`src/design/ssp_pkg.sv`:
```
// Shared types and constants for the spectrum smoother with peak decay.
`default_nettype none

package ssp_pkg;

   localparam int NUM_BINS_DEFAULT = 256;

   localparam int MAG_W       = 16;
   localparam int BIN_W       = 8;
   localparam int DT_W        = 17;
   localparam int CSR_DATA_W  = 32;
   localparam int CSR_INDEX_W = 3;

   localparam logic [DT_W-1:0] DT_MAX_US = 17'd100000;
   localparam logic [32:0]     Q32_ONE   = 33'h1_0000_0000;
   localparam logic [32:0]     Q32_HALF  = 33'h0_8000_0000;

   typedef enum logic [CSR_INDEX_W-1:0] {
      CSR_SMOOTH_RATE  = 3'd0,
      CSR_DZ_THRESHOLD = 3'd1,
      CSR_DZ_GAIN      = 3'd2,
      CSR_DECAY_ENABLE = 3'd3,
      CSR_DECAY_RATE   = 3'd4
   } csr_reg_type;

   typedef struct packed {
      logic [MAG_W-1:0] magnitude;
      logic [BIN_W-1:0] bin_index;
      logic [DT_W-1:0]  frame_dt_us;
   } req_payload_type;

   typedef struct packed {
      logic [BIN_W-1:0] out_bin_index;
      logic [MAG_W-1:0] level;
   } rsp_payload_type;

   typedef struct packed {
      logic [31:0] smooth_rate;
      logic [15:0] dead_zone_threshold;
      logic [31:0] dead_zone_gain;
      logic        decay_enable;
      logic [15:0] decay_rate;
   } cfg_type;

endpackage

`default_nettype wire

```
`src/design/ssp_csr.sv`:
```
// Configuration register file for the spectrum smoother.
`default_nettype none

module ssp_csr
   import ssp_pkg::*;
(
   input  wire logic                   clock,
   input  wire logic                   reset,
   input  wire logic                   csr_we,
   input  wire logic [CSR_INDEX_W-1:0] csr_index,
   input  wire logic [CSR_DATA_W-1:0]  csr_wdata,
   output cfg_type                     cfg
);

   cfg_type cfg_ff;

   always_ff @(posedge clock) begin
      if (reset) begin
         cfg_ff <= '0;
      end else if (csr_we) begin
         case (csr_index)
            CSR_SMOOTH_RATE:  cfg_ff.smooth_rate         <= csr_wdata;
            CSR_DZ_THRESHOLD: cfg_ff.dead_zone_threshold <= csr_wdata[15:0];
            CSR_DZ_GAIN:      cfg_ff.dead_zone_gain      <= csr_wdata;
            CSR_DECAY_ENABLE: cfg_ff.decay_enable        <= csr_wdata[0];
            CSR_DECAY_RATE:   cfg_ff.decay_rate          <= csr_wdata[15:0];
            default: begin
            end
         endcase
      end
   end

   assign cfg = cfg_ff;

endmodule

`default_nettype wire

```
`config.mk`:
```
export PLATFORM = sky130hd
export DESIGN_NAME = ssp_csr
export DESIGN_NICKNAME = d
export VERILOG_FILES = /design/src/design/ssp_pkg.sv /design/src/design/ssp_csr.sv
export SDC_FILE = /design/constraint.sdc
export NUM_CORES = 1
export LEC_CHECK = 0
export BUFFER_PORTS_ARGS = -buffer_cell sky130_fd_sc_hd__buf_2
export CAP_MARGIN = 20
export CORE_AREA = 2 2 92 94
export CTS_CLUSTER_DIAMETER = 40
export DETAILED_ROUTE_END_ITERATION = 12
export DIE_AREA = 0 0 94 96
export PLACE_DENSITY = 0.83
export SETUP_SLACK_MARGIN = 0.5
export SYNTH_ARGS = -nofsm -noshare
export SYNTH_HDL_FRONTEND = slang
export SYNTH_SLANG_ARGS = --single-unit
```
`constraint.sdc`:
```
create_clock -name clock -period 2.3 [get_ports clock]
set_input_delay 0.46 -clock clock [delete_from_list [all_inputs] [get_ports clock]]
set_output_delay 0.46 -clock clock [all_outputs]
set_load 0.03 [all_outputs]
```
==> out/metrics.csv <==
metric;value;unit
clk-insertion-delay-late;0.35;ns
fin_setup_tns;0;ns
dr_wl_met3;531;um
finalSetupViolCount;0;
cts_tree;done;
die-area;0.00902;sq mm
synthCells;355;
finalPower;0.00314;W
status;completed;
drive_gt1_frac;0.330;
yosysSeqAreaShare;0.493;
route.vias.total;2877;
clock_tree.root_cell;clkbuf_8;
finalHoldViolations;0;
timing.rr.start;cfg[86];
worstPathArrival;1.64;ns
num-nets-final;522;
crit_type;input port to register;
ant_nets;0;
yosys-top-cells-area;dfxtp_1, mux2i_1, nand2b_1;
dp_cells;578;
maxCapViolCount;0;
area.growth.synth_to_final;24.2;%
syn-num-nets;393;
coreArea;0.00805;sq mm
cts_buffer_depth;2;
clkTransAtPathRegs;0.09;ns
io_buffers;134;
start_util;0.489;
finalWirelength;8.47;mm
fp.dieW;94;um
relSlewSlack;0.626;
cts_setup_buffers;0;
antenna_found_initial;0;
avgSynthCellArea;11.1;sq um
crit_fanout;10;
end_kind;register;
ys_seq_elements;97;
start_kind;input port;
gp_congestion;0.734;
mappedNetlistArea;0.00394;sq mm
nFillCells;691;
synth_cell_types;12;
yosysTopAreaCellShare;0.493;
ir_drop;0.333;mV
wl_per_cell;14.3;um
grt_pass1_wl;13.4;mm
met1_length;3.79;mm
cts_resized;0;
drv_slew;0;
h-tree-depth;3;
yosys_warnings;0;
cts.sinks;97;
required;2.51;ns
cts_buffers;9;
rows;33;
fin_crit_sh;0.622;
p_leak;2.53;nW
wl_met2;4.02;mm
hpwl;6.05;mm
first_pass_iters;4;
clock_skew;0;ns
power_density;642;mW/mm^2
grt_max_degree;48;
dieHeight;96;um
drt_first_iter_violations;59;
final_cells;593;
worstSetupStartpoint;csr_index[0];
yosysTopAreaCell;dfxtp_1;
hp-class;input port to register;
largest_reg_flops;97;
routed.top_layer;met4;
rsz0062_at_grt;no;
drc;0;
overflow;0;
worstHoldStart;csr_wdata[20];
fin_crit;1.43;ns
n_antenna_cell;0;
gr-usage-all-layers;0.190;
first_global_vias;2800;
boundaryPins;135;
worst_pin_slew;0.561;ns
cts_hold_buf;0;
avgViaCountPerCell;4.85;
fmax;699;MHz
[placed cells by master (no fill, tap or decap)]
cell and instances:
clkbuf_8 10, buf_4 8, clkinv_4 1, nor4b_4 1
buf_2 134, nand4bb_1 2, clkinvlp_4 1, bufinv_16 1
nand2b_1 129, dfxtp_1 97, nand4bb_2 1, or4b_1 1
clkinv_2 2, nand4b_1 1, buf_12 1, and4bb_2 1
mux2i_1 97
[worst max-delay path, cell delays in order]
cell and delay, ns:
buf_2 0.14, or4b_1 0.82, mux2i_1 0.21
[power by group]
group          leakage [nW]  internal [W]  switching, W
Sequential            0.785       0.00172     0.0000196
Combinational          1.64      0.000135      0.000189
Clock                0.0981      0.000525      0.000555
[cell families after synthesis]
group,after synthesis,synth area share
flops,97,0.493
buf+inv,25,0.0324
mux,97,0.247
simple gates,136,0.228
[through the flow]
step | setup slack (ns) | hold WS (ns) | util | cell area, sq um
6_report | 0.870 | 0.386 | 0.607 | 4890
5_1_grt | 0.844 | 0.366 | 0.607 | 4890
4_1_cts | 0.872 | 0.367 | 0.607 | 4890
3_5_place_dp | 0.491 | 0.458 | 0.583 | 4700
3_3_place_gp | 0.549 | 0.455 | 0.583 | 4700
2_1_floorplan | 0.922 | 0.596 | - | 3940
[per-layer routing]
metal,GRT usage,vias up
li1,-,1427
met1,0.237,1350
met2,0.317,89
met3,0.0470,11
met4,0.0773,0
met5,0,-
[cells in the mapped netlist, drive strengths merged]
master and n:
nand4bb 3, or4b 1, and4bb 1, mux2i 97, nand2b 129, dfxtp 97
nor4b 1, clkbuf 15, buf 10, nand4b 1
[worst paths after layout]
path	endpoint	cells past startpoint	slack, ns
worst max-delay path	cfg[86]	3	0.87
worst min-delay path	cfg[85]	3	0.39
worst max register to register	cfg[86]	2	1.65
worst min register to register	cfg[47]	2	0.47
[area by class of cell]
class	count	area (sq um)	share of cell area
Clock buffer	10	138	0.0281
Timing Repair Buffer	143	751	0.154
Clock inverter	5	56.3	0.0115
Tap cell	105	131	0.0269
Multi-Input combinational cell	233	1870	0.383
Sequential cell	97	1940	0.397
Power figures use the tool's default switching activity.
