<file path="config.mk">
export PLATFORM = sky130hd
export DESIGN_NAME = ssp_level_ram
export DESIGN_NICKNAME = d
export VERILOG_FILES = /design/src/design/ssp_pkg.sv /design/src/design/ssp_level_ram.sv
export SDC_FILE = /design/constraint.sdc
export NUM_CORES = 2
export LEC_CHECK = 0
export ABC_AREA = 1
export BUFFER_PORTS_ARGS = -buffer_cell sky130_fd_sc_hd__buf_2
export CAP_MARGIN = 10
export CORE_MARGIN = 5
export CORE_UTILIZATION = 40
export DETAILED_ROUTE_END_ITERATION = 8
export SYNTH_ARGS = -nofsm -noshare
export SYNTH_HDL_FRONTEND = slang
export SYNTH_SLANG_ARGS = --single-unit
</file>
<file path="constraint.sdc">
create_clock -name clock -period 9.3 [get_ports clock]
set_clock_uncertainty 0.1 [all_clocks]
set_input_delay 0.93 -clock clock [delete_from_list [all_inputs] [get_ports clock]]
set_output_delay 0.93 -clock clock [all_outputs]
set_load 0.005 [all_outputs]
</file>
<file path="src/design/ssp_pkg.sv">
// Shared types and constants for the spectrum smoother with peak decay.
`default_nettype none

package ssp_pkg;

   localparam int NUM_BINS_DEFAULT = 256;

   localparam int MAG_W       = 16;
   localparam int BIN_W       = 8;
   localparam int DT_W        = 17;
   localparam int CSR_DATA_W  = 32;
   localparam int CSR_INDEX_W = 3;

   localparam logic [DT_W-1:0] DT_MAX_US = 17'd100000;
   localparam logic [32:0]     Q32_ONE   = 33'h1_0000_0000;
   localparam logic [32:0]     Q32_HALF  = 33'h0_8000_0000;

   typedef enum logic [CSR_INDEX_W-1:0] {
      CSR_SMOOTH_RATE  = 3'd0,
      CSR_DZ_THRESHOLD = 3'd1,
      CSR_DZ_GAIN      = 3'd2,
      CSR_DECAY_ENABLE = 3'd3,
      CSR_DECAY_RATE   = 3'd4
   } csr_reg_type;

   typedef struct packed {
      logic [MAG_W-1:0] magnitude;
      logic [BIN_W-1:0] bin_index;
      logic [DT_W-1:0]  frame_dt_us;
   } req_payload_type;

   typedef struct packed {
      logic [BIN_W-1:0] out_bin_index;
      logic [MAG_W-1:0] level;
   } rsp_payload_type;

   typedef struct packed {
      logic [31:0] smooth_rate;
      logic [15:0] dead_zone_threshold;
      logic [31:0] dead_zone_gain;
      logic        decay_enable;
      logic [15:0] decay_rate;
   } cfg_type;

endpackage

`default_nettype wire

</file>
<file path="src/design/ssp_level_ram.sv">
// Per-bin level memory with registered read and a clearing pass after reset.
`default_nettype none

module ssp_level_ram
   import ssp_pkg::*;
#(
   parameter int NUM_BINS = NUM_BINS_DEFAULT
) (
   input  wire logic                        clock,
   input  wire logic                        reset,
   input  wire logic                        rd_en,
   input  wire logic [$clog2(NUM_BINS)-1:0] rd_addr,
   output logic      [MAG_W-1:0]            rd_data,
   input  wire logic                        wr_en,
   input  wire logic [$clog2(NUM_BINS)-1:0] wr_addr,
   input  wire logic [MAG_W-1:0]            wr_data,
   output logic                             clr_busy
);

   localparam int ADDR_W = $clog2(NUM_BINS);

   logic [MAG_W-1:0]  mem [NUM_BINS];
   logic [MAG_W-1:0]  rd_data_ff;
   logic              clr_busy_ff;
   logic [ADDR_W-1:0] clr_addr_ff;

   // one entry zeroed per cycle after reset
   always_ff @(posedge clock) begin
      if (reset) begin
         clr_busy_ff <= 1'b1;
         clr_addr_ff <= '0;
      end else if (clr_busy_ff) begin
         clr_addr_ff <= clr_addr_ff + 1'b1;
         if (clr_addr_ff == ADDR_W'(NUM_BINS - 1)) begin
            clr_busy_ff <= 1'b0;
         end
      end
   end

   always_ff @(posedge clock) begin
      if (clr_busy_ff) begin
         mem[clr_addr_ff] <= '0;
      end else if (wr_en) begin
         mem[wr_addr] <= wr_data;
      end
   end

   always_ff @(posedge clock) begin
      if (rd_en) begin
         rd_data_ff <= mem[rd_addr];
      end
   end

   assign rd_data  = rd_data_ff;
   assign clr_busy = clr_busy_ff;

endmodule

`default_nettype wire

</file>
==> metrics.yaml <==
power_switching_mw: 8.40
core-area_sq_um: 413000
syn_inst: 13700
cp_cell_sequence: "inv_2 -> nand2_4 -> o21ai_2 -> nor2_1 -> nand2_1 -> nor2_1 -> buf_4"
syn_avg_cell_area_sq_um: 12.1
synth_top_family_by_area: "simple AND/OR/NAND/NOR gates"
first_pass_iters: 6
area_growth_pct: 11.7
path_buf_inv: 2
globalplace.congestion: 0.878
rsz0062_at_grt: "no"
die_h_microns: 654
synth_compound_area_share_pct: 0.0649
min_period_ns: 4.85
grt_max_degree: 179
synthArstFlopShare_pct: 0
seqPwrFrac_pct: 53.0
fp-row-count: 236
slowest_stage: "nor2_1"
drtIter0Drc: 13400
synth_top_area_cell: "edfxtp_1"
dpl.hpwl_microns: 259000
min_from: "reset"
yosys-top-cells-count: "nand2_1 (4,223), edfxtp_1 (4,112), nand3_1 (4,032), buf_2 (538), nor2_1 (303)"
synth_area_leaders: "edfxtp_1 (74%), nand3_1 (12%), nand2_1 (9.6%)"
cts_tree: "built"
vdd_drop_max_uv: 169
combPwrFrac_pct: 5.2
cp_max_fo: 32
synth_fa_ha_area_share_pct: 0.00754
synth_simple_gate_area_share_pct: 22.5
p_clk_share_pct: 41.8
finalSetupTns_ns: 0
syn-cell-area_sq_um: 166000
critPathMaxStageDelay_ns: 1.05
netSwitchingFraction_pct: 22.1
antenna_found_initial: 16
p_leak_nw: 65.1
cts_root_buf: "clkbuf_16"
slew_viol_final: 0
synth_ff_type: "edfxtp_1"
drcViolationCount: 0
die_w_microns: 654
vias: 108000
cts_setup_buffers: 0
io-pin-count: 53
grt_pass1_wl_microns: 698000
gr-total-overflow: 0
required_ns: 9.84
synthMuxAreaShare_pct: 0
worstHoldPathCells: 2
hold_slack_ns: 0.114
hold_violations: 0
synth_top_area_share_pct: 74.4
grt_usage_pct: 21.8
layout.nets: 13700
cts_buffers: 402
start_util_pct: 40.1
clk_pin_slew_worst_paths_ns: 0.06
p_int_mw: 29.6
synth-xor-area-share_pct: 0
die_area_sq_um: 428000
cts.sinks: 4121
cts_resized: 0
ys_seq_elements: 4121
htreeDepth: 5
synth-seq-area-share_pct: 74.6
insertion_delay_ns: 0.96
finalSetupViolCount: 0
hold_buffers: 0
status: "finished clean"
cp-start-kind: "flop"
ff2ff_path_depth: 7
crit_top_cell: "nor2_1"
drive_gt1_share_pct: 7.74
routed_via_density: 5.53
r2r-end: "mem[243][1]$_DFFE_PP_"
path_class: "flop to flop"
io_buffers: 52
power_density_nw_per_um2: 205
yosysMostFrequentCell: "nand2_1"
crit_arrival_ns: 5.39
hold_path_class: "input port to flop"
fmax_mhz: 206
synth.distinct_cells: 24
end_kind: "flop"
yosys_warnings: 0
synth_nets: 13800
critical-path-top-delay-family: "simple AND/OR/NAND/NOR gates"
cap_viol_max_count: 0
grt_pass1_vias: 100000
synth_enable_flop_cells: 4112
routed_wirelength_microns: 480000
ant_nets: 0
worst_slew_pin_slew_ns: 1.36
relSlewSlack_pct: 9.29
r2r_start: "clr_busy$_SDFF_PP1_"
ff2ff_setup_slack_ns: 4.45
post-route-period-util_pct: 52.2
wl_per_cell_microns: 24.6
cts_buffer_depth: 4
hold_end: "clr_addr_ff[2]$_SDFFE_PP0P_"
layout by cell type, fill, tap and decap left out, drive strengths merged:
cell type and n:
inv 83, nand2 4224, clkinvlp 10, nor2 306, clkbuf 494, diode 7, a21oi 6, o21ai 12
a31oi 1, edfxtp 4112, ha 1, nand3 4033, bufinv 34, nor3 11, buf 485, dfxtp 9
clkinv 182
state kept, by name (all words and copies together) (netlist names):
signal       count
rd_data         16
clr_addr_ff      8
clr_busy         1
mem           4096
stage by stage:
stage / area, sq um / cells / util, % / setup WS, ns / power, mW
3_5_place_dp: 173000 / 18700 / 41.8 / 3.97 / 22.5
2_1_floorplan: 166000 / 13700 / - / 0.565 / 21.8
6_report: 185000 / 19500 / 44.8 / 4.45 / 38.0
5_1_grt: 185000 / 19500 / 44.8 / 4.38 / 39.2
3_3_place_gp: 173000 / 18700 / 41.8 / 3.63 / 22.5
4_1_cts: 185000 / 19500 / 44.8 / 4.52 / 38.2
worst max-delay path by stage:
stage | start | depth (start not counted) | end | slack [ns]
finish | clr_busy$_SDFF_PP1_ | 7 | mem[243][1]$_DFFE_PP_ | 4.45
global placement | wr_en | 9 | mem[109][13]$_DFFE_PP_ | 3.63
CTS | clr_busy$_SDFF_PP1_ | 9 | mem[10][4]$_DFFE_PP_ | 4.52
floorplan | wr_en | 4 | mem[0][10]$_DFFE_PP_ | 0.57
global route | clr_busy$_SDFF_PP1_ | 9 | mem[26][6]$_DFFE_PP_ | 4.38
detailed placement | rd_addr[0] | 14 | rd_data[10]$_DFFE_PP_ | 3.97
layer usage:
| metal | routed length (microns) | up-vias | part of all wire, % | track usage (%) |
|---|---|---|---|---|
| li1 | - | 48800 | - | - |
| met1 | 197000 | 53200 | 41 | 30.7 |
| met2 | 222000 | 5002 | 46 | 34.1 |
| met3 | 40600 | 787 | 8.5 | 3.39 |
| met4 | 19700 | 2 | 4.1 | 8.41 |
| met5 | 13 | - | 0.0027 | 0 |
logic make-up (layout without fill, tap and decap cells):
kind of cell / Yosys count / after routing
other: 0 / 7
buffers and inverters: 1009 / 1288
adder cells (fa/ha/maj): 1 / 1
AO/OA/AOI/OAI: 19 / 19
flip-flops: 4121 / 4121
AND/OR/NAND/NOR: 8574 / 8574
worst register-to-register path, cell delays in order, from the launching register on:
cell,delay [ns]
dfxtp_1,0.42
inv_2,0.11
nand2_4,0.52
o21ai_2,0.24
nor2_1,1.05
nand2_1,0.89
nor2_1,0.87
buf_4,0.33
power groups by stage:
stage	clock network, mW	registers [mW]	logic (mW)
floorplan	0	20.6	1.22
global placement	0	20.6	1.93
detailed placement	0	20.6	1.94
CTS	16.1	20.2	1.94
global route	16.9	20.2	2.10
finish	15.9	20.2	1.96
layout make-up:
type | count | area [sq um]
clock buffers | 494 | 10600
multi-input cells | 8594 | 37600
inverters | 70 | 298
clock inverters | 239 | 2040
diodes | 7 | 17.5
flip-flops and latches | 4121 | 124000
fillers | 36900 | 228000
well taps | 5474 | 6850
repair buffers | 485 | 4160
(Power assumes the default switching activity.)
